$ cat config.mk
export PLATFORM = sky130hd
export DESIGN_NAME = format_spec_parser_top
export DESIGN_NICKNAME = d
export VERILOG_FILES = /design/src/rtl/fmtsp_pkg.sv /design/src/rtl/format_spec_parser_top.sv
export SDC_FILE = /design/constraint.sdc
export NUM_CORES = 1
export LEC_CHECK = 0
export BUFFER_PORTS_ARGS = -buffer_cell sky130_fd_sc_hd__clkbuf_2
export CORE_ASPECT_RATIO = 1.5
export CORE_MARGIN = 4
export CORE_UTILIZATION = 30
export DETAILED_ROUTE_END_ITERATION = 12
export PLACE_DENSITY = 0.48
export SYNTH_ARGS = -nofsm -noshare
export SYNTH_HDL_FRONTEND = slang
export SYNTH_SLANG_ARGS = --single-unit
$ cat constraint.sdc
create_clock -name clk -period 18.86 [get_ports clk]
set_clock_uncertainty 0.1 [all_clocks]
set_input_delay 3.772 -clock clk [delete_from_list [all_inputs] [get_ports clk]]
set_output_delay 3.772 -clock clk [all_outputs]
set_load 0.02 [all_outputs]
$ cat src/rtl/fmtsp_pkg.sv
// Package for the format specifier parser: stage codes, character codes,
// numeric limits and the saturating decimal accumulate.
// No dependencies.
package fmtsp_pkg;

    // Parse stages, one-hot
    typedef enum logic [6:0] {
        ST_ZERO   = 7'b0000001,
        ST_DASH   = 7'b0000010,
        ST_WDIG   = 7'b0000100,
        ST_DOT    = 7'b0001000,
        ST_PFIRST = 7'b0010000,
        ST_PDIG   = 7'b0100000,
        ST_TYPE   = 7'b1000000
    } stage_t;

    // Pad mode codes
    typedef logic [1:0] pad_t;
    localparam pad_t PAD_NONE = 2'd0;
    localparam pad_t PAD_ZERO = 2'd1;
    localparam pad_t PAD_LEFT = 2'd2;

    // Character codes
    localparam logic [7:0] CH_ZERO = 8'h30;  // '0'
    localparam logic [7:0] CH_NINE = 8'h39;  // '9'
    localparam logic [7:0] CH_DASH = 8'h2D;  // '-'
    localparam logic [7:0] CH_PLUS = 8'h2B;  // '+'
    localparam logic [7:0] CH_STAR = 8'h2A;  // '*'
    localparam logic [7:0] CH_DOT  = 8'h2E;  // '.'
    localparam logic [7:0] CH_NUL  = 8'h00;
    localparam logic [7:0] CH_LC_C = 8'h63;  // 'c'
    localparam logic [7:0] CH_LC_S = 8'h73;  // 's'
    localparam logic [7:0] CH_LC_P = 8'h70;  // 'p'
    localparam logic [7:0] CH_LC_D = 8'h64;  // 'd'
    localparam logic [7:0] CH_LC_I = 8'h69;  // 'i'
    localparam logic [7:0] CH_LC_U = 8'h75;  // 'u'
    localparam logic [7:0] CH_LC_X = 8'h78;  // 'x'
    localparam logic [7:0] CH_UC_X = 8'h58;  // 'X'

    // Limits
    localparam logic [30:0] NUM_MAX = 31'h7FFF_FFFF;
    localparam logic [15:0] LEN_MAX = 16'hFFFF;

    // Decimal digit test
    function automatic logic is_digit(input logic [7:0] c);
        return (c >= CH_ZERO) && (c <= CH_NINE);
    endfunction

    // Accepted conversion characters, NUL included
    function automatic logic type_ok(input logic [7:0] c);
        return (c == CH_NUL)  || (c == CH_LC_C) || (c == CH_LC_S) ||
               (c == CH_LC_P) || (c == CH_LC_D) || (c == CH_LC_I) ||
               (c == CH_LC_U) || (c == CH_LC_X) || (c == CH_UC_X);
    endfunction

    // acc * 10 + digit, saturated at NUM_MAX; times ten as two shifts
    function automatic logic [30:0] accumulate(input logic [30:0] acc,
                                               input logic [3:0]  digit);
        logic [34:0] sum;
        sum = {1'b0, acc, 3'b000} + {3'b000, acc, 1'b0} + {31'd0, digit};
        return (sum[34:31] != 4'd0) ? NUM_MAX : sum[30:0];
    endfunction

endpackage

$ cat src/rtl/format_spec_parser_top.sv
// Format specifier parser top level: input register, stage logic and
// result register. Depends on fmtsp_pkg.

// The parser takes the characters that follow a percent sign, one per
// transfer, together with the variadic int used when the character is '*'.
// It takes one character per clock cycle while the stage logic does not
// hold. A character goes into an input register, is parsed there by the
// stage logic, and the type character's result goes on to the output port
// through the result register. The stage logic only holds when a
// character that ends a specifier meets a full result register that is
// stalled; a character that ends nothing passes on regardless. After a
// result the parser is ready for the next specifier at once.
module format_spec_parser_top
    import fmtsp_pkg::*;
(
    input  logic               clk,
    input  logic               rst_n,
    // Input channel
    input  logic               in_valid,
    output logic               in_stall,
    input  logic [7:0]         spec_char,
    input  logic signed [31:0] star_value,
    // Result channel
    output logic               out_valid,
    input  logic               out_stall,
    output logic               status,
    output logic [1:0]         pad_mode,
    output logic [30:0]        field_width,
    output logic signed [31:0] precision_value,
    output logic [7:0]         type_char,
    output logic [15:0]        spec_length
);

    // Input register
    logic        in_valid_reg;
    logic [7:0]  char_reg;
    logic [31:0] star_reg;

    // Parse state
    stage_t      stage_reg,  stage_next;
    pad_t        pad_reg,    pad_next;
    logic        err_reg,    err_next;
    logic [30:0] width_reg,  width_next;
    logic [31:0] prec_reg,   prec_next;
    logic [15:0] len_reg,    len_next;

    // Result register
    logic        out_valid_reg;
    logic        res_status_reg;
    pad_t        res_pad_reg;
    logic [30:0] res_width_reg;
    logic [31:0] res_prec_reg;
    logic [7:0]  res_type_reg;
    logic [15:0] res_len_reg;

    // Stage logic outputs
    logic        emit;
    logic        res_status;
    pad_t        res_pad;
    logic [30:0] res_width;
    logic [31:0] res_prec;
    logic [7:0]  res_type;
    logic [15:0] res_len;

    logic        proceed;
    logic        advance;
    logic        in_take;

    // Handshake: the parsed character moves on unless its result would
    // collide with a stalled result
    assign proceed  = !emit || !out_valid_reg || !out_stall;
    assign advance  = in_valid_reg && proceed;
    assign in_stall = in_valid_reg && !proceed;
    assign in_take  = in_valid && !in_stall;

    // Stage logic: walk forward through the stages until the character
    // is consumed
    always_comb
    begin
        stage_t      st;
        logic        done;
        logic        bad;
        logic [31:0] neg_star;
        logic [15:0] len_bump;

        st       = stage_reg;
        done     = 1'b0;
        bad      = 1'b0;
        neg_star = 32'd0 - star_reg;
        len_bump = (len_reg == LEN_MAX) ? len_reg : len_reg + 16'd1;

        stage_next = stage_reg;
        pad_next   = pad_reg;
        err_next   = err_reg;
        width_next = width_reg;
        prec_next  = prec_reg;
        len_next   = len_bump;

        emit       = 1'b0;
        res_status = 1'b0;
        res_pad    = PAD_NONE;
        res_width  = 31'd0;
        res_prec   = 32'd0;
        res_type   = 8'd0;
        res_len    = len_bump;

        // Zero flags
        if (st == ST_ZERO)
        begin
            if (char_reg == CH_ZERO)
            begin
                pad_next   = PAD_ZERO;
                stage_next = ST_ZERO;
                done       = 1'b1;
            end
            else
            begin
                st = ST_DASH;
            end
        end

        // Dash flags, then start of width
        if (!done && st == ST_DASH)
        begin
            if (char_reg == CH_DASH)
            begin
                pad_next   = PAD_LEFT;
                stage_next = ST_DASH;
                done       = 1'b1;
            end
            else if (char_reg == CH_ZERO || char_reg == CH_PLUS)
            begin
                // stray flag: malformed, falls through to the type check
                err_next = 1'b1;
                st       = ST_DOT;
            end
            else if (is_digit(char_reg))
            begin
                width_next = {27'd0, char_reg[3:0]};
                stage_next = ST_WDIG;
                done       = 1'b1;
            end
            else if (char_reg == CH_STAR)
            begin
                if (star_reg[31])
                begin
                    // absolute value; the most negative int saturates
                    width_next = neg_star[31] ? NUM_MAX : neg_star[30:0];
                    if (pad_next == PAD_NONE)
                        pad_next = PAD_LEFT;
                    else
                        err_next = 1'b1;
                end
                else
                begin
                    width_next = star_reg[30:0];
                end
                stage_next = ST_DOT;
                done       = 1'b1;
            end
            else
            begin
                st = ST_DOT;
            end
        end

        // Width digits
        if (!done && st == ST_WDIG)
        begin
            if (is_digit(char_reg))
            begin
                width_next = accumulate(width_reg, char_reg[3:0]);
                stage_next = ST_WDIG;
                done       = 1'b1;
            end
            else
            begin
                st = ST_DOT;
            end
        end

        // Dot
        if (!done && st == ST_DOT)
        begin
            if (char_reg == CH_DOT)
            begin
                prec_next  = 32'd0;
                stage_next = ST_PFIRST;
                done       = 1'b1;
            end
            else
            begin
                st = ST_TYPE;
            end
        end

        // First precision character
        if (!done && st == ST_PFIRST)
        begin
            if (is_digit(char_reg))
            begin
                prec_next  = {28'd0, char_reg[3:0]};
                stage_next = ST_PDIG;
                done       = 1'b1;
            end
            else if (char_reg == CH_STAR)
            begin
                prec_next = star_reg;
                if (star_reg[31])
                    err_next = 1'b1;
                stage_next = ST_TYPE;
                done       = 1'b1;
            end
            else
            begin
                st = ST_TYPE;
            end
        end

        // Precision digits; the value is never negative here
        if (!done && st == ST_PDIG)
        begin
            if (is_digit(char_reg))
            begin
                prec_next  = {1'b0, accumulate(prec_reg[30:0], char_reg[3:0])};
                stage_next = ST_PDIG;
                done       = 1'b1;
            end
            else
            begin
                st = ST_TYPE;
            end
        end

        // Type character, also any unused stage code: emit and restart
        if (!done)
        begin
            bad        = err_next || !type_ok(char_reg);
            emit       = 1'b1;
            res_status = bad;
            res_pad    = bad ? PAD_NONE : pad_next;
            res_width  = bad ? 31'd0 : width_next;
            res_prec   = bad ? 32'd0 : prec_next;
            res_type   = bad ? 8'd0 : char_reg;
            res_len    = len_bump;

            stage_next = ST_ZERO;
            pad_next   = PAD_NONE;
            err_next   = 1'b0;
            width_next = 31'd0;
            prec_next  = '1;
            len_next   = 16'd1;
        end
    end

    // Input register
    always_ff @(posedge clk or negedge rst_n)
    begin
        if (!rst_n)
        begin
            in_valid_reg <= 1'b0;
        end
        else if (in_take)
        begin
            in_valid_reg <= 1'b1;
        end
        else if (proceed)
        begin
            in_valid_reg <= 1'b0;
        end
    end

    always_ff @(posedge clk)
    begin
        if (in_take)
        begin
            char_reg <= spec_char;
            star_reg <= star_value;
        end
    end

    // Parse state
    always_ff @(posedge clk or negedge rst_n)
    begin
        if (!rst_n)
        begin
            stage_reg <= ST_ZERO;
            pad_reg   <= PAD_NONE;
            err_reg   <= 1'b0;
            width_reg <= 31'd0;
            prec_reg  <= '1;
            len_reg   <= 16'd1;
        end
        else if (advance)
        begin
            stage_reg <= stage_next;
            pad_reg   <= pad_next;
            err_reg   <= err_next;
            width_reg <= width_next;
            prec_reg  <= prec_next;
            len_reg   <= len_next;
        end
    end

    // Result register valid
    always_ff @(posedge clk or negedge rst_n)
    begin
        if (!rst_n)
        begin
            out_valid_reg <= 1'b0;
        end
        else if (advance && emit)
        begin
            out_valid_reg <= 1'b1;
        end
        else if (!out_stall)
        begin
            out_valid_reg <= 1'b0;
        end
    end

    // Result payload
    always_ff @(posedge clk)
    begin
        if (advance && emit)
        begin
            res_status_reg <= res_status;
            res_pad_reg    <= res_pad;
            res_width_reg  <= res_width;
            res_prec_reg   <= res_prec;
            res_type_reg   <= res_type;
            res_len_reg    <= res_len;
        end
    end

    assign out_valid       = out_valid_reg;
    assign status          = res_status_reg;
    assign pad_mode        = res_pad_reg;
    assign field_width     = res_width_reg;
    assign precision_value = res_prec_reg;
    assign type_char       = res_type_reg;
    assign spec_length     = res_len_reg;

endmodule
Word level (Yosys, flattened, before mapping)

Index checks and enable logic that the tools add are counted.

Flip-flop bits (word level): 221
Input bits: 44
Word-level logic and storage cells: 179

Reduce and logical (&&, ||, !) cells: 38
Muxes and demuxes: 96
Add/sub/neg operators: 6
Magnitude comparators: 2
Equality and inequality tests: 21

Operator list:

| cell                    | count |
|---|---|
| $mux W31                | 12 |
| $mux W32                | 8 |
| $mux W7                 | 31 |
| $add A34 B32 Y35        | 2 |
| $add A35 B4 Y35         | 2 |
| $eq A8 B7 Y1 const B    | 8 |
| $eq A8 B6 Y1 const B    | 5 |
| $mux W1                 | 33 |
| $mux W16                | 2 |
| $sub A1 B32 Y32 const A | 1 |
| $mux W2                 | 10 |
| $add A16 B1 Y16 const B | 1 |
| $eq A16 B16 Y1 const B  | 1 |
| $logic_or A1 B1 Y1      | 12 |
| $logic_and A1 B1 Y1     | 10 |
| $logic_not A1 Y1        | 10 |
| $ge A8 B6 Y1 const B    | 1 |
| $le A8 B6 Y1 const B    | 1 |
| $logic_not A8 Y1        | 1 |
| $reduce_bool A4 Y1      | 2 |
| $eq A7 B1 Y1 const B    | 1 |
| $eq A7 B2 Y1 const B    | 1 |
| $eq A7 B3 Y1 const B    | 1 |
| $eq A7 B4 Y1 const B    | 1 |
| other kinds (6)         | 6 |

Depth between registers and ports, before layout

Word-level depth: 27
Mapped depth: 13
Mapped depth without buffers: 12

Worst setup path before layout

Ideal clock, no wire load.

Path type: input port to flip-flop
Start point: in out_stall
End point: reg res_width_reg[0] (netlist: field_width[0]) (enable)
Path slack: 7.843 ns
Path buffers: 1
Cell stages on the path: 4
Required time: 18.109 ns
Arrival: 10.265 ns
Path through: nand2_1 > o31ai_4 > buf_6 > nor3_1

Cells in the longest elaborated chain, start to end: 4

RTL lines:

| what                 | RTL line                      | RTL |
|---|---|---|
| from (decl)          | format_spec_parser_top.sv:25  | `input logic out_stall,` |
| $logic_not A1 Y1     | n/a                           |  |
| $logic_or A1 B1 Y1   | format_spec_parser_top.sv:71  | `assign proceed = !emit \|\| !out_valid_reg \|\| !out_stall;` |
| $logic_and A1 B1 Y1  | format_spec_parser_top.sv:72  | `assign advance = in_valid_reg && proceed;` |
| $logic_and A1 B1 Y1  | format_spec_parser_top.sv:325 | `if (advance && emit)` |
| to (signal assigned) | format_spec_parser_top.sv:329 | `res_width_reg <= res_width;` |
| to (decl)            | format_spec_parser_top.sv:51  | `logic [30:0] res_width_reg;` |

Every way passes these cells.
A chain may end at the register's enable or synchronous reset.

Worst setup path in the final report

Start point: in out_stall
End point: out in_stall

Cells in the longest elaborated chain, start to end: 4

RTL lines:

| what                | RTL line                     | RTL |
|---|---|---|
| $logic_not A1 Y1    | n/a                          |  |
| $logic_or A1 B1 Y1  | format_spec_parser_top.sv:71 |  |
| $logic_not A1 Y1    | format_spec_parser_top.sv:73 | `assign in_stall = in_valid_reg && !proceed;` |
| $logic_and A1 B1 Y1 | format_spec_parser_top.sv:73 |  |
| to (decl)           | format_spec_parser_top.sv:20 | `output logic in_stall,` |

Every way passes these cells.

==> impl.org <==
** Synthesis
- A synthesized cell averages around 9.4 µm².
- The number of nets in the synthesized netlist is 1,808.
- Count of mapped cells out of synthesis :: 1,636
- Ranked by total cell area, the synthesized netlist is headed by edfxtp_1, ha_1, dfrtp_1.
- Number of distinct library cells after synthesis :: 98
- Yosys Warn Count :: 0
- Ranked by instance count, the synthesized netlist is headed by nand2_1, nor2_1, a21oi_1.
- By instance count, the leading cell after synthesis is nand2_1.
- After synthesis the netlist holds a flip-flop and latch count of 221.
- Fraction of synthesized cell area taken by the top area cell type :: about a quarter
- After synthesis, the share of flip-flops with an asynchronous set or reset is 41.2%.
- For this run, the leading register cell type out of synthesis is edfxtp_1.
- In this run the cell area of the synthesized design comes to 0.0154 mm².
- edfxtp_1 takes more of the synthesized area than any other cell.
- Sequential share of the synthesized area :: 40.5%
- Yosys mapped a number of flops with a built-in enable equal to 130.

** Finish
- Fillers :: about 5,200
- The final layout contains ~1,900 nets.
- Summing all flip-flop and latch instances after layout gives between 0.006 and 0.007 mm².
- The multi-input combinational cells in the finished layout cover a total of between 0.008 and 0.009 mm².
- Once layout is complete, the utilization of the core stands at 34.4%.
- From synthesis to final layout, the design area changed by 13.4%.
- The finished layout holds 2,422 standard cells, fillers aside.
- In the final layout, the share of cells above drive strength 1 is 15.9%.
- The repair_antennas step left the layout with diodes totalling 0.

** Routing
- After the first detailed-routing iteration, the DRC count stood at 871.
- DRC Markers :: 0
- Before antenna repair, the detailed router went through 6 iterations.
- Dividing the detail-routed wire length by the instance count gives 21.3 µm.
- In the routed layout, each cell is associated on average with a via count of roughly 5.5.
- Final ANT Viol Nets :: 0
- The routed design has 51,600 µm of wire.
- DR vias :: 13,224

** Setup path
- Worst reg2reg path startpoint :: char_reg[3]$_DFFE_PP_
- The cell family contributing the most delay on the critical path is buffers and inverters.
- STA classifies the critical path startpoint as a primary input.
- Type of the worst setup path :: primary input to output pin
- The slowest stage of the critical path belongs to the cell clkbuf_2.
- Top fanout value on the critical path :: 3
- Critical path buffers and inverters :: 3
- For the worst flop-to-flop path, the logic depth is 12.
- Slowest Stage Delay on Critical Path :: 0.16 ns
- Endpoint kind of the worst setup timing path :: output pin
- Required time at the endpoint of the critical path :: 14.99 ns
- Setup slack of the worst register-to-register path :: 13.97 ns
- Data on the critical path arrives at its endpoint at around 4.2 ns.
- Cells along the critical path :: clkbuf_2, nand4_1, inv_1, clkbuf_2
- Critical Path Most Common Cell :: clkbuf_2
- Worst flop-to-flop path endpoint :: precision_value[1]$_SDFFCE_PP0P_

** Worst hold path
- For hold timing, the worst endpoint is len_reg[10]$_DFFE_PN0P_.
- In this run the most critical hold path is launched from len_reg[10]$_DFFE_PN0P_.
- Counting instances, the worst hold path has a depth of 1.
- Type of the most critical hold path :: flop to flop

** Global route
- The via count of the first global-routing pass is 13,509.
- For this run the aggregate overflow at the end of global routing stands at 0.
- Global-route wire length before repair :: approximately 80,000 µm
- The number of antenna violations at the first check in global routing was 0.
- Entering global routing, the biggest net connects 65 pins.
- In the global route stage, overall resource usage came out at 18.2%.

** Place
- The congestion estimate from routability-driven global placement came to 0.894.
- Number of placed instances, taps included :: 2,376
- Port bufs :: 135
- Detailed placement finished with a half-perimeter wire length of 38,000 µm.

** CTS
- The longest clock path from root to sink contains 3 buffers.
- The number of hold buffers added after CTS was 0.
- CTS built an H-tree with a depth of 1.
- Worst-path clk slew :: about 0.06 ns
- The clock drives 221 sinks.
- Gates resized during post-CTS repair numbered 0.
- Number of clock buffers inserted by TritonCTS :: 25
- The clock reaches the later pin of the worst-skew pair after 0.56 ns.
- TritonCTS built the clock tree.
- Buffer type at the clock tree root :: clkbuf_16
- After clock tree synthesis, the setup repair step added 0 buffers.

** Timing
- Total setup violations reported at the end of the flow :: 0
- The worst pin sits at a relative slew slack of 25.5%.
- Actual slew at the worst max-slew pin :: 1.12 ns
- Final-layout setup total negative slack :: 0 ns
- The clock period could shrink to a little over 8 ns.
- In the finished design, the share of the clock period the worst path needs comes to 42.9%.
- The total count of max-transition violations in the final report was 0.
- Setup repair after global routing left no endpoint under its margin.
- Hold violation count in the final report :: 0
- Static timing analysis puts the maximum clock frequency at 124 MHz.

** Floorplanning
- Number of top-level pins :: 136
- The die covers 0.0550 mm².
- Vert. Die Dim :: 285 µm
- Area of the placeable core :: 0.0507 mm²
- Measured along the x axis, the die boundary spans about 190 µm.
- In this run the core area contains 101 standard-cell rows.
- Starting Density :: between 30% and 40%

** Pwr
- IR analysis of the VDD net gives a maximum drop of ~0.000074 V.
- Dividing total power by cell area gives a power density of between 60 and 70 mW/mm².
- In this run the static leakage power is 7.53 nW.
- Total power draw :: 1.21 mW

** Run status
- The flow ran to the end, and the final reports show no timing, DRC or antenna violations.

** Job
- Number of max-cap violations :: 0
## cell families after synthesis
logic type                 Yosys count  share of synthesized area, %
and+or+nand+nor                    561                          17.7
AOI/OAI and AO/OA                  513                          22.2
muxes                                4                         0.358
DFF                                221                          40.5
xor gates and xnor gates            83                          4.73
buffers and inverters              125                          3.87
adders and majority gates          128                          10.6
other                                1                        0.0244
## per-layer routing
layer	vias to the layer above	GRT usage, %	part of all wire (%)
met1	6496	21.0	40
met3	101	1.64	3.3
met2	293	34.2	53
met5	-	0	0
met4	0	6.84	3.9
li1	6334	-	-
## power by group
part	switching [mW]	internal [mW]
Combinational	0.115	0.0475
Clock	0.211	0.274
Sequential	0.0209	0.546
## through the flow
step                      hold slack (ns)  setup slack, ns  area [µm²]
final                               0.377            10.76       17400
after global routing                0.425            10.72       17400
after CTS                           0.384            10.75       17400
after detailed placement            0.376            10.76       16700
after global placement              0.362            10.74       16700
after floorplan                     0.344             7.84       15400
## worst max-delay path by stage
stage / slack (ns) / from / cells past startpoint / end
3_5_place_dp: 10.76 / out_stall / 4 / in_stall
6_report: 10.76 / out_stall / 4 / in_stall
4_1_cts: 10.75 / out_stall / 4 / in_stall
2_1_floorplan: 7.84 / out_stall / 4 / field_width[0]$_SDFFCE_PP0P_
3_3_place_gp: 10.74 / out_stall / 4 / in_stall
5_1_grt: 10.72 / out_stall / 4 / in_stall
## layout by cell type (no fill, tap or decap), types with 8 or more instances in the layout
master / n
nand2_1: 183
nor2_1: 167
a21oi_1: 138
clkbuf_2: 134
edfxtp_1: 130
ha_1: 124
o21ai_0: 87
o31ai_1: 64
dfrtp_1: 57
inv_1: 44
xnor2_1: 43
xor2_1: 39
dfstp_2: 34
nand3_1: 32
nor4_1: 31
nor3_1: 29
a21o_1: 29
a31oi_1: 26
clkbuf_16: 26
buf_4: 18
o21a_1: 16
or3_1: 15
o22ai_1: 15
and3_1: 14
o21bai_1: 13
nor2b_1: 13
a211oi_1: 11
nand2b_1: 11
nand4_1: 9
o211ai_1: 9
and2_1: 8
a22o_1: 8
o21ai_1: 8
## area by class of cell
cell class,instances,area share [%]
Inverter,44,0.947
Multi-Input combinational cell,1290,49.5
Clock buffer,35,4.04
Sequential cell,221,35.7
Timing Repair Buffer,152,4.62
Clock inverter,11,0.473
Tap cell,669,4.80
Power figures use the tool's default switching activity.
